==> src/hw/rtl/swm_pkg.sv <==
// Shared types and constants for the sliding window maximum block.
package swm_pkg;

  localparam int DATA_W = 32;
  localparam int CFG_W  = 7;

  typedef logic signed [DATA_W-1:0] sample_t;

  localparam logic [CFG_W-1:0] WINDOW_LEN_RESET = CFG_W'(4);

  // Result request from the sequencer to the output register
  typedef struct packed {
    logic    emit;
    sample_t value;
  } result_t;

endpackage

==> src/hw/rtl/sliding_window_maximum_top.sv <==
// Sliding window maximum: config register, deque sequencer, deque memory, output register.
//
// Usage:
//   The input channel (in_valid, in_stall, sample, restart) takes one signed
//   sample per request. restart empties the deque and the fill count before
//   the sample is taken. The output channel (out_valid, out_stall,
//   window_max) gives the maximum of the last window_len samples once that
//   many samples have arrived since reset or restart; earlier samples give
//   no result. window_len is written through cfg_write / cfg_data while the
//   block is idle; 0 acts as 1, values above WINDOW_MAX act as WINDOW_MAX.
//   A sample reads the front entry, drops expired front entries, then reads
//   and drops smaller back entries while older entries remain, and is then
//   appended; the single read port of the deque memory makes each of these
//   reads a separate step. Each entry is dropped at most once. At the
//   earliest, the result is loaded into the output register from the front
//   walk step that follows acceptance.
//   Reset empties the deque and sets window_len to 4; no clearing pass.
//   A stalled result is held; the next sample is taken meanwhile and waits
//   at its append step until the output register frees.
module sliding_window_maximum_top #(
  parameter int WINDOW_MAX = 64
) (
  input  logic                      clk,
  input  logic                      rst,
  input  logic                      cfg_write,
  input  logic [swm_pkg::CFG_W-1:0] cfg_data,
  input  logic                      in_valid,
  output logic                      in_stall,
  input  swm_pkg::sample_t          sample,
  input  logic                      restart,
  output logic                      out_valid,
  input  logic                      out_stall,
  output swm_pkg::sample_t          window_max
);

  import swm_pkg::*;

  localparam int AW = $clog2(WINDOW_MAX);
  localparam int PW = $clog2(2 * WINDOW_MAX);
  localparam int EW = DATA_W + PW;

  logic [CFG_W-1:0] window_len;
  logic             out_free;
  result_t          res;
  logic             mem_rd_en;
  logic [AW-1:0]    mem_rd_addr;
  logic [EW-1:0]    mem_rd_data;
  logic             mem_wr_en;
  logic [AW-1:0]    mem_wr_addr;
  logic [EW-1:0]    mem_wr_data;

  // Hold the window length register
  always_ff @(posedge clk) begin
    if (rst) begin
      window_len <= WINDOW_LEN_RESET;
    end else if (cfg_write) begin
      window_len <= cfg_data;
    end
  end

  assign out_free = !out_valid || !out_stall;

  swm_seq #(
    .WINDOW_MAX (WINDOW_MAX)
  ) u_seq (
    .clk         (clk),
    .rst         (rst),
    .window_len  (window_len),
    .in_valid    (in_valid),
    .in_stall    (in_stall),
    .sample      (sample),
    .restart     (restart),
    .out_free    (out_free),
    .res         (res),
    .mem_rd_en   (mem_rd_en),
    .mem_rd_addr (mem_rd_addr),
    .mem_rd_data (mem_rd_data),
    .mem_wr_en   (mem_wr_en),
    .mem_wr_addr (mem_wr_addr),
    .mem_wr_data (mem_wr_data)
  );

  swm_mem #(
    .DEPTH (WINDOW_MAX),
    .WIDTH (EW)
  ) u_mem (
    .clk     (clk),
    .rd_en   (mem_rd_en),
    .rd_addr (mem_rd_addr),
    .rd_data (mem_rd_data),
    .wr_en   (mem_wr_en),
    .wr_addr (mem_wr_addr),
    .wr_data (mem_wr_data)
  );

  // Load a new result, drop it once the receiver takes it
  always_ff @(posedge clk) begin
    if (rst) begin
      out_valid <= 1'b0;
    end else if (res.emit) begin
      out_valid <= 1'b1;
    end else if (!out_stall) begin
      out_valid <= 1'b0;
    end
  end

  always_ff @(posedge clk) begin
    if (res.emit) begin
      window_max <= res.value;
    end
  end

endmodule

==> src/hw/rtl/swm_mem.sv <==
// Deque storage: one write port, one read port with registered read data.
module swm_mem #(
  parameter int DEPTH = 64,
  parameter int WIDTH = 39,
  localparam int AW = $clog2(DEPTH)
) (
  input  logic             clk,
  input  logic             rd_en,
  input  logic [AW-1:0]    rd_addr,
  output logic [WIDTH-1:0] rd_data,
  input  logic             wr_en,
  input  logic [AW-1:0]    wr_addr,
  input  logic [WIDTH-1:0] wr_data
);

  logic [WIDTH-1:0] mem [DEPTH];

  // Write the new entry
  always_ff @(posedge clk) begin
    if (wr_en) begin
      mem[wr_addr] <= wr_data;
    end
  end

  // Registered read; hold the data when not reading
  always_ff @(posedge clk) begin
    if (rd_en) begin
      rd_data <= mem[rd_addr];
    end
  end

endmodule

==> src/hw/rtl/swm_seq.sv <==
// Deque sequencer: front expiry walk, back pop walk and append over the deque memory.
module swm_seq #(
  parameter int WINDOW_MAX = 64,
  localparam int AW    = $clog2(WINDOW_MAX),
  localparam int CNT_W = $clog2(WINDOW_MAX + 1),
  localparam int PW    = $clog2(2 * WINDOW_MAX),
  localparam int EW    = swm_pkg::DATA_W + PW
) (
  input  logic                      clk,
  input  logic                      rst,
  input  logic [swm_pkg::CFG_W-1:0] window_len,
  input  logic                      in_valid,
  output logic                      in_stall,
  input  swm_pkg::sample_t          sample,
  input  logic                      restart,
  input  logic                      out_free,
  output swm_pkg::result_t          res,
  output logic                      mem_rd_en,
  output logic [AW-1:0]             mem_rd_addr,
  input  logic [EW-1:0]             mem_rd_data,
  output logic                      mem_wr_en,
  output logic [AW-1:0]             mem_wr_addr,
  output logic [EW-1:0]             mem_wr_data
);

  import swm_pkg::*;

  localparam int SW   = AW + 1;
  localparam int WIDE = (CNT_W > CFG_W) ? CNT_W : CFG_W;

  localparam logic [1:0] S_IDLE  = 2'd0;
  localparam logic [1:0] S_FRONT = 2'd1;
  localparam logic [1:0] S_BACK  = 2'd2;

  logic [1:0]       state, state_next;
  logic [AW-1:0]    front, front_next;
  logic [CNT_W-1:0] count, count_next;
  logic [PW-1:0]    pos, pos_next;
  logic [CNT_W-1:0] fill, fill_next;
  sample_t          x, x_next;
  sample_t          front_val, front_val_next;

  logic [WIDE-1:0]  w_wide;
  logic [CNT_W-1:0] w;
  sample_t          rd_value;
  logic [PW-1:0]    rd_pos;
  logic [PW-1:0]    age;
  logic             finish;
  logic [CNT_W-1:0] base;

  // Wrap an offset from a slot around the circular buffer
  function automatic logic [AW-1:0] slot_add(input logic [AW-1:0] start,
                                             input logic [CNT_W-1:0] off);
    logic [SW-1:0] sum;
    sum = SW'(start) + SW'(off);
    if (sum >= SW'(WINDOW_MAX)) begin
      sum = sum - SW'(WINDOW_MAX);
    end
    return sum[AW-1:0];
  endfunction

  function automatic logic [AW-1:0] slot_inc(input logic [AW-1:0] start);
    logic [AW-1:0] r;
    if (start == AW'(WINDOW_MAX - 1)) begin
      r = '0;
    end else begin
      r = start + AW'(1);
    end
    return r;
  endfunction

  // Clamp the window length to 1..WINDOW_MAX
  always_comb begin
    w_wide = WIDE'(window_len);
    if (window_len == '0) begin
      w_wide = WIDE'(1);
    end else if (w_wide > WIDE'(WINDOW_MAX)) begin
      w_wide = WIDE'(WINDOW_MAX);
    end
    w = w_wide[CNT_W-1:0];
  end

  // Split the entry read back from memory and take its age
  assign rd_value = mem_rd_data[EW-1:PW];
  assign rd_pos   = mem_rd_data[PW-1:0];

  always_comb begin
    if (pos >= rd_pos) begin
      age = pos - rd_pos;
    end else begin
      age = PW'({1'b0, pos} + (PW+1)'(2 * WINDOW_MAX) - {1'b0, rd_pos});
    end
  end

  assign in_stall = (state != S_IDLE);

  // Step the deque walk
  always_comb begin
    state_next     = state;
    front_next     = front;
    count_next     = count;
    pos_next       = pos;
    fill_next      = fill;
    x_next         = x;
    front_val_next = front_val;
    mem_rd_en      = 1'b0;
    mem_rd_addr    = front;
    mem_wr_en      = 1'b0;
    mem_wr_addr    = front;
    mem_wr_data    = {x, pos};
    res            = '0;
    finish         = 1'b0;
    base           = count;

    unique case (state)
      S_IDLE: begin
        if (in_valid) begin
          x_next    = sample;
          mem_rd_en = 1'b1;
          if (restart) begin
            front_next  = '0;
            count_next  = '0;
            pos_next    = '0;
            fill_next   = '0;
            mem_rd_addr = '0;
          end
          state_next = S_FRONT;
        end
      end
      S_FRONT: begin
        if (count != '0 && age >= PW'(w)) begin
          // Drop the expired front entry and look at the next one
          front_next  = slot_inc(front);
          count_next  = count - CNT_W'(1);
          mem_rd_en   = 1'b1;
          mem_rd_addr = slot_inc(front);
        end else if (count != '0) begin
          front_val_next = rd_value;
          mem_rd_en      = 1'b1;
          mem_rd_addr    = slot_add(front, count - CNT_W'(1));
          state_next     = S_BACK;
        end else begin
          finish = 1'b1;
          base   = '0;
        end
      end
      S_BACK: begin
        if (rd_value < x) begin
          if (count == CNT_W'(1)) begin
            finish = 1'b1;
            base   = '0;
          end else begin
            // Drop the smaller back entry and read the one before it
            count_next  = count - CNT_W'(1);
            mem_rd_en   = 1'b1;
            mem_rd_addr = slot_add(front, count - CNT_W'(2));
          end
        end else begin
          finish = 1'b1;
          base   = count;
        end
      end
      default: begin
        state_next = S_IDLE;
      end
    endcase

    // Append the sample and hand the front value to the output register
    if (finish && out_free) begin
      mem_wr_en   = 1'b1;
      mem_wr_addr = slot_add(front, base);
      count_next  = base + CNT_W'(1);
      if (pos == PW'(2 * WINDOW_MAX - 1)) begin
        pos_next = '0;
      end else begin
        pos_next = pos + PW'(1);
      end
      if (fill < CNT_W'(WINDOW_MAX)) begin
        fill_next = fill + CNT_W'(1);
      end
      res.emit   = (fill_next >= w);
      res.value  = (base == '0) ? x : front_val;
      state_next = S_IDLE;
    end
  end

  // Control registers
  always_ff @(posedge clk) begin
    if (rst) begin
      state <= S_IDLE;
      front <= '0;
      count <= '0;
      pos   <= '0;
      fill  <= '0;
    end else begin
      state <= state_next;
      front <= front_next;
      count <= count_next;
      pos   <= pos_next;
      fill  <= fill_next;
    end
  end

  // Payload registers
  always_ff @(posedge clk) begin
    x         <= x_next;
    front_val <= front_val_next;
  end

  a_no_full_append: assert property (@(posedge clk) disable iff (rst)
    (finish && out_free) |-> (base < CNT_W'(WINDOW_MAX)))
    else $error("append into a full deque");

  a_accept_walks: assert property (@(posedge clk) disable iff (rst)
    (state == S_IDLE && in_valid) |=> (state == S_FRONT))
    else $error("accepted request did not start the front walk");

  a_emit_needs_room: assert property (@(posedge clk) disable iff (rst)
    res.emit |-> (out_free && mem_wr_en))
    else $error("result issued without room or without append");

  a_restart_clears: assert property (@(posedge clk) disable iff (rst)
    (state == S_IDLE && in_valid && restart) |=> (fill == '0 && pos == '0 && count == '0))
    else $error("restart did not clear the deque");

endmodule

==> config.mk <==
export PLATFORM = sky130hd
export DESIGN_NAME = sliding_window_maximum_top
export DESIGN_NICKNAME = d
export VERILOG_FILES = /design/src/hw/rtl/swm_pkg.sv /design/src/hw/rtl/sliding_window_maximum_top.sv /design/src/hw/rtl/swm_mem.sv /design/src/hw/rtl/swm_seq.sv
export SDC_FILE = /design/constraint.sdc
export NUM_CORES = 2
export LEC_CHECK = 0
export BUFFER_PORTS_ARGS = -buffer_cell sky130_fd_sc_hd__buf_2
export CORE_ASPECT_RATIO = 1.5
export CORE_MARGIN = 8
export CORE_UTILIZATION = 45
export DETAILED_ROUTE_END_ITERATION = 10
export PLACE_DENSITY = 0.62
export SLEW_MARGIN = 20
export SYNTH_ARGS = -nofsm -noshare
export SYNTH_HDL_FRONTEND = slang
export SYNTH_SLANG_ARGS = --single-unit
==> constraint.sdc <==
create_clock -name clk -period 12.3 [get_ports clk]
set_clock_uncertainty 0.05 [all_clocks]
set_input_delay 1.23 -clock clk [delete_from_list [all_inputs] [get_ports clk]]
set_output_delay 1.23 -clock clk [all_outputs]
set_load 0.03 [all_outputs]
==> summary.txt <==
Setup path
  • CP peak stage delay: 0.82 ns
  • Critical path required time: 12.63 ns
  • Worst endpoint data arrival time: 8.94 ns
  • CP Max Fanout: 79
  • Crit-path cells: buf_4, ha_1, a21o_1, a21oi_1, xnor2_1, ha_1, a2111oi_0, o21ai_1, nand4_1, a31oi_1, mux2i_1, and2_4, buf_12, buf_4, mux4_2, nand2_1, nand4_1, nor3_1, nand4_1
  • Kind of critical path: reg -> reg
  • Critical-path top delay cell: buf_4
  • Critical Path Most Common Cell: nand4_1
  • Crit end category: flop
  • Critical Path Source Type: flop

Synthesis
  • Post-synth cell types: 77
  • Syn nets: 5639
  • Register bit total from synthesis: 2668
  • Number of synthesized flops with an enable pin: 2631
  • Synthesized area per cell: approximately 19 um2
  • Synthesized area: 0.104 mm2
  • Ys async rst share: 0%
  • Gate count after technology mapping: 5508
  • Number of warning messages in the yosys log: 0
  • Sequential area share after synthesis: 76.7%
  • Prevailing post-synth register cell: edfxtp_1

STA
  • Slew Limit Fails: 0
  • Tmin final: 8.62 ns
  • Worst slew margin: between 3 and 4%
  • Final hold slack: 0.440 ns
  • Max Clock Freq: 116 MHz
  • Final Setup Violations: 0
  • Setup TNS: 0 ns
  • Final critical-path share of the clock period: a little over two thirds
  • Final hold violation count: 0
  • Least-Margin Pin Slew: 1.45 ns
  • RSZ-0062 raised after global routing: false

Global route
  • Global-route wire length before repair: 450000 um
  • Met3 Use GR: 4.09%
  • Antenna violations before repair: 7
  • Met2 usage: roughly 44%
  • Met1 usage: roughly 31%
  • Global-route usage over all layers: 25.9%
  • Number of global-route vias before repair: around 57000
  • Gr busiest metal: met2
  • Largest net degree at the start of global routing: 146
  • Total gr overflow: 0

Floorplan
  • Initial cell density of the core: between 40% and 50%
  • Die area: 0.247 mm2
  • Core area: 0.230 mm2
  • Die Height: between 600 and 700 um
  • Die boundary width: slightly above 400 um
  • Rows: 216
  • # IOs: 79

CTS
  • Post-CTS sizing: 0
  • Root buf cell: clkbuf_16
  • Bufs on Longest Clock Path: 4
  • CTS sink count: about 2700
  • Clk_lat worst skew: 0.92 ns
  • H-tree Lvls: 4
  • Clock transition at path regs: about 0.070 ns
  • Post-CTS setup buffer count: 0
  • CTS tree: built
  • # hold bufs at CTS: 0
  • CTS Buf Count: 235

Layout
  • Commonest non-fill, non-tap cell in the layout: edfxtp_1
  • Filler instances: 18500
  • Ratio of cells with drive above 1 in the final layout: 20.1%
  • Most frequent cells in the layout: edfxtp_1, nand2_1, mux4_2
  • Final core utilization: around 50%
  • Area growth from synthesis to layout: 11.7%
  • Nets: ~5800

Detailed routing
  • # DRC: 0
  • Detail Route Antenna Nets: 0
  • DR vias/cell: 6.38
  • WL final: 329000 um
  • DR WL/cell: 36.8 um
  • Initial DRC count: 8141
  • Via count: 57100
  • First-pass DRT Iterations: 7

Placed design
  • Routability congestion estimate: 0.884
  • Port Buffers: 78
  • DP Wirelength: ~180000 um

Run
  • MaxCap Viol Count: 0

Power and ir drop
  • Leak pwr: 37.2 nW
  • P per Cell Area: 234 mW/mm2
  • Maximum VDD drop: 319 uV

Hold path
  • Tightest Hold Check Type: reg -> reg

Status
  • Status: finished clean
[path summary, 6_finish.rpt]
check                                        from             endpoint  slack (ns)  depth (start not counted)
worst max-delay path                 u_seq.pos[1]    u_mem.rd_data[15]        3.68                         19
worst min-delay path            u_mem.rd_data[18]  u_seq.front_val[11]        0.44                          0
worst max register to register       u_seq.pos[1]    u_mem.rd_data[15]        3.68                         19
worst min register to register  u_mem.rd_data[18]  u_seq.front_val[11]        0.44                          0
[cells by family after synthesis]
logic type | synth area share, %
DFF | 76.7
xor gates and xnor gates | 0.210
muxes | 11.1
and+or+nand+nor | 5.18
adders and majority gates | 1.06
AOI/OAI and AO/OA | 4.11
buffers and inverters | 1.65
[registers in the layout (all words and copies together), names as in the netlist]
register	flops
u_seq.pos	7
window_max	32
u_mem.mem	2496
u_seq.front_val	32
u_seq.front	6
out_valid	1
u_seq.state	2
u_mem.rd_data	39
u_seq.fill	7
u_seq.x	32
u_seq.count	7
window_len	7
[metal layers]
layer	up-vias	routed length [um]	part of all wire [%]
met3	924	28500	8.7
li1	22600	-	-
met1	30000	112000	34
met2	3566	164000	50
met4	0	25500	7.7
met5	-	0	0
[power by group]
| group | switching, mW | total, mW | internal [mW] |
|---|---|---|---|
| clock | 3.27 | 7.16 | 3.89 |
| combinational | 5.80 | 9.27 | 3.47 |
| sequential | 0.173 | 10.8 | 10.6 |
| total | 9.25 | 27.2 | 18.0 |
[cells in the mapped netlist, types with 11 or more instances]
master,instances,area [um2]
edfxtp_1,2631,79000
nand2_1,693,2600
mux4_2,501,11300
a21oi_1,208,1040
a22oi_1,203,1520
nor2_1,125,469
clkbuf_1,124,465
buf_2,115,576
nand3_1,115,576
ha_1,82,1030
inv_1,75,282
nand4_1,70,438
and3_1,62,388
o21ai_0,45,225
dfxtp_1,37,741
a22o_1,33,289
nor3_1,31,155
buf_4,29,218
a311oi_1,26,228
mux2i_1,24,240
a31oi_1,22,138
and4_1,22,193
buf_1,20,75.1
xnor2_1,20,175
a211oi_1,15,113
a21o_1,12,90.1
or3_1,11,68.8
[cell type report]
cell class	count	area, um2	share of cell area [%]
Inverter	75	284	0.245
Antenna cell	18	45.0	0.0388
Clock buffer	302	6230	5.36
Sequential cell	2668	79800	68.7
Multi-Input combinational cell	2468	23200	19.9
Clock inverter	115	967	0.833
Tap cell	3052	3820	3.29
Timing Repair Buffer	257	1900	1.64
[critical path: cells and delay by family, from the launching register on]
family,cells,cell delay [ns]
simple gates,6,2.42
buf+inv,3,1.93
compound gates,5,1.48
mux,2,0.93
fa+ha+maj,2,0.56
flops,1,0.31
xor+xnor,1,0.12
[through the flow]
stage               power, mW  setup slack, ns  cells  cell area [um2]
floorplan                17.0             5.52   5508           104000
detailed placement       20.2             3.64   8519           109000
global route             28.0             3.15   8953           116000
finish                   27.2             3.68   8955           116000
global placement         20.2             3.70   8516           109000
CTS                      27.3             3.59   8936           116000
(Power assumes the default switching activity.)
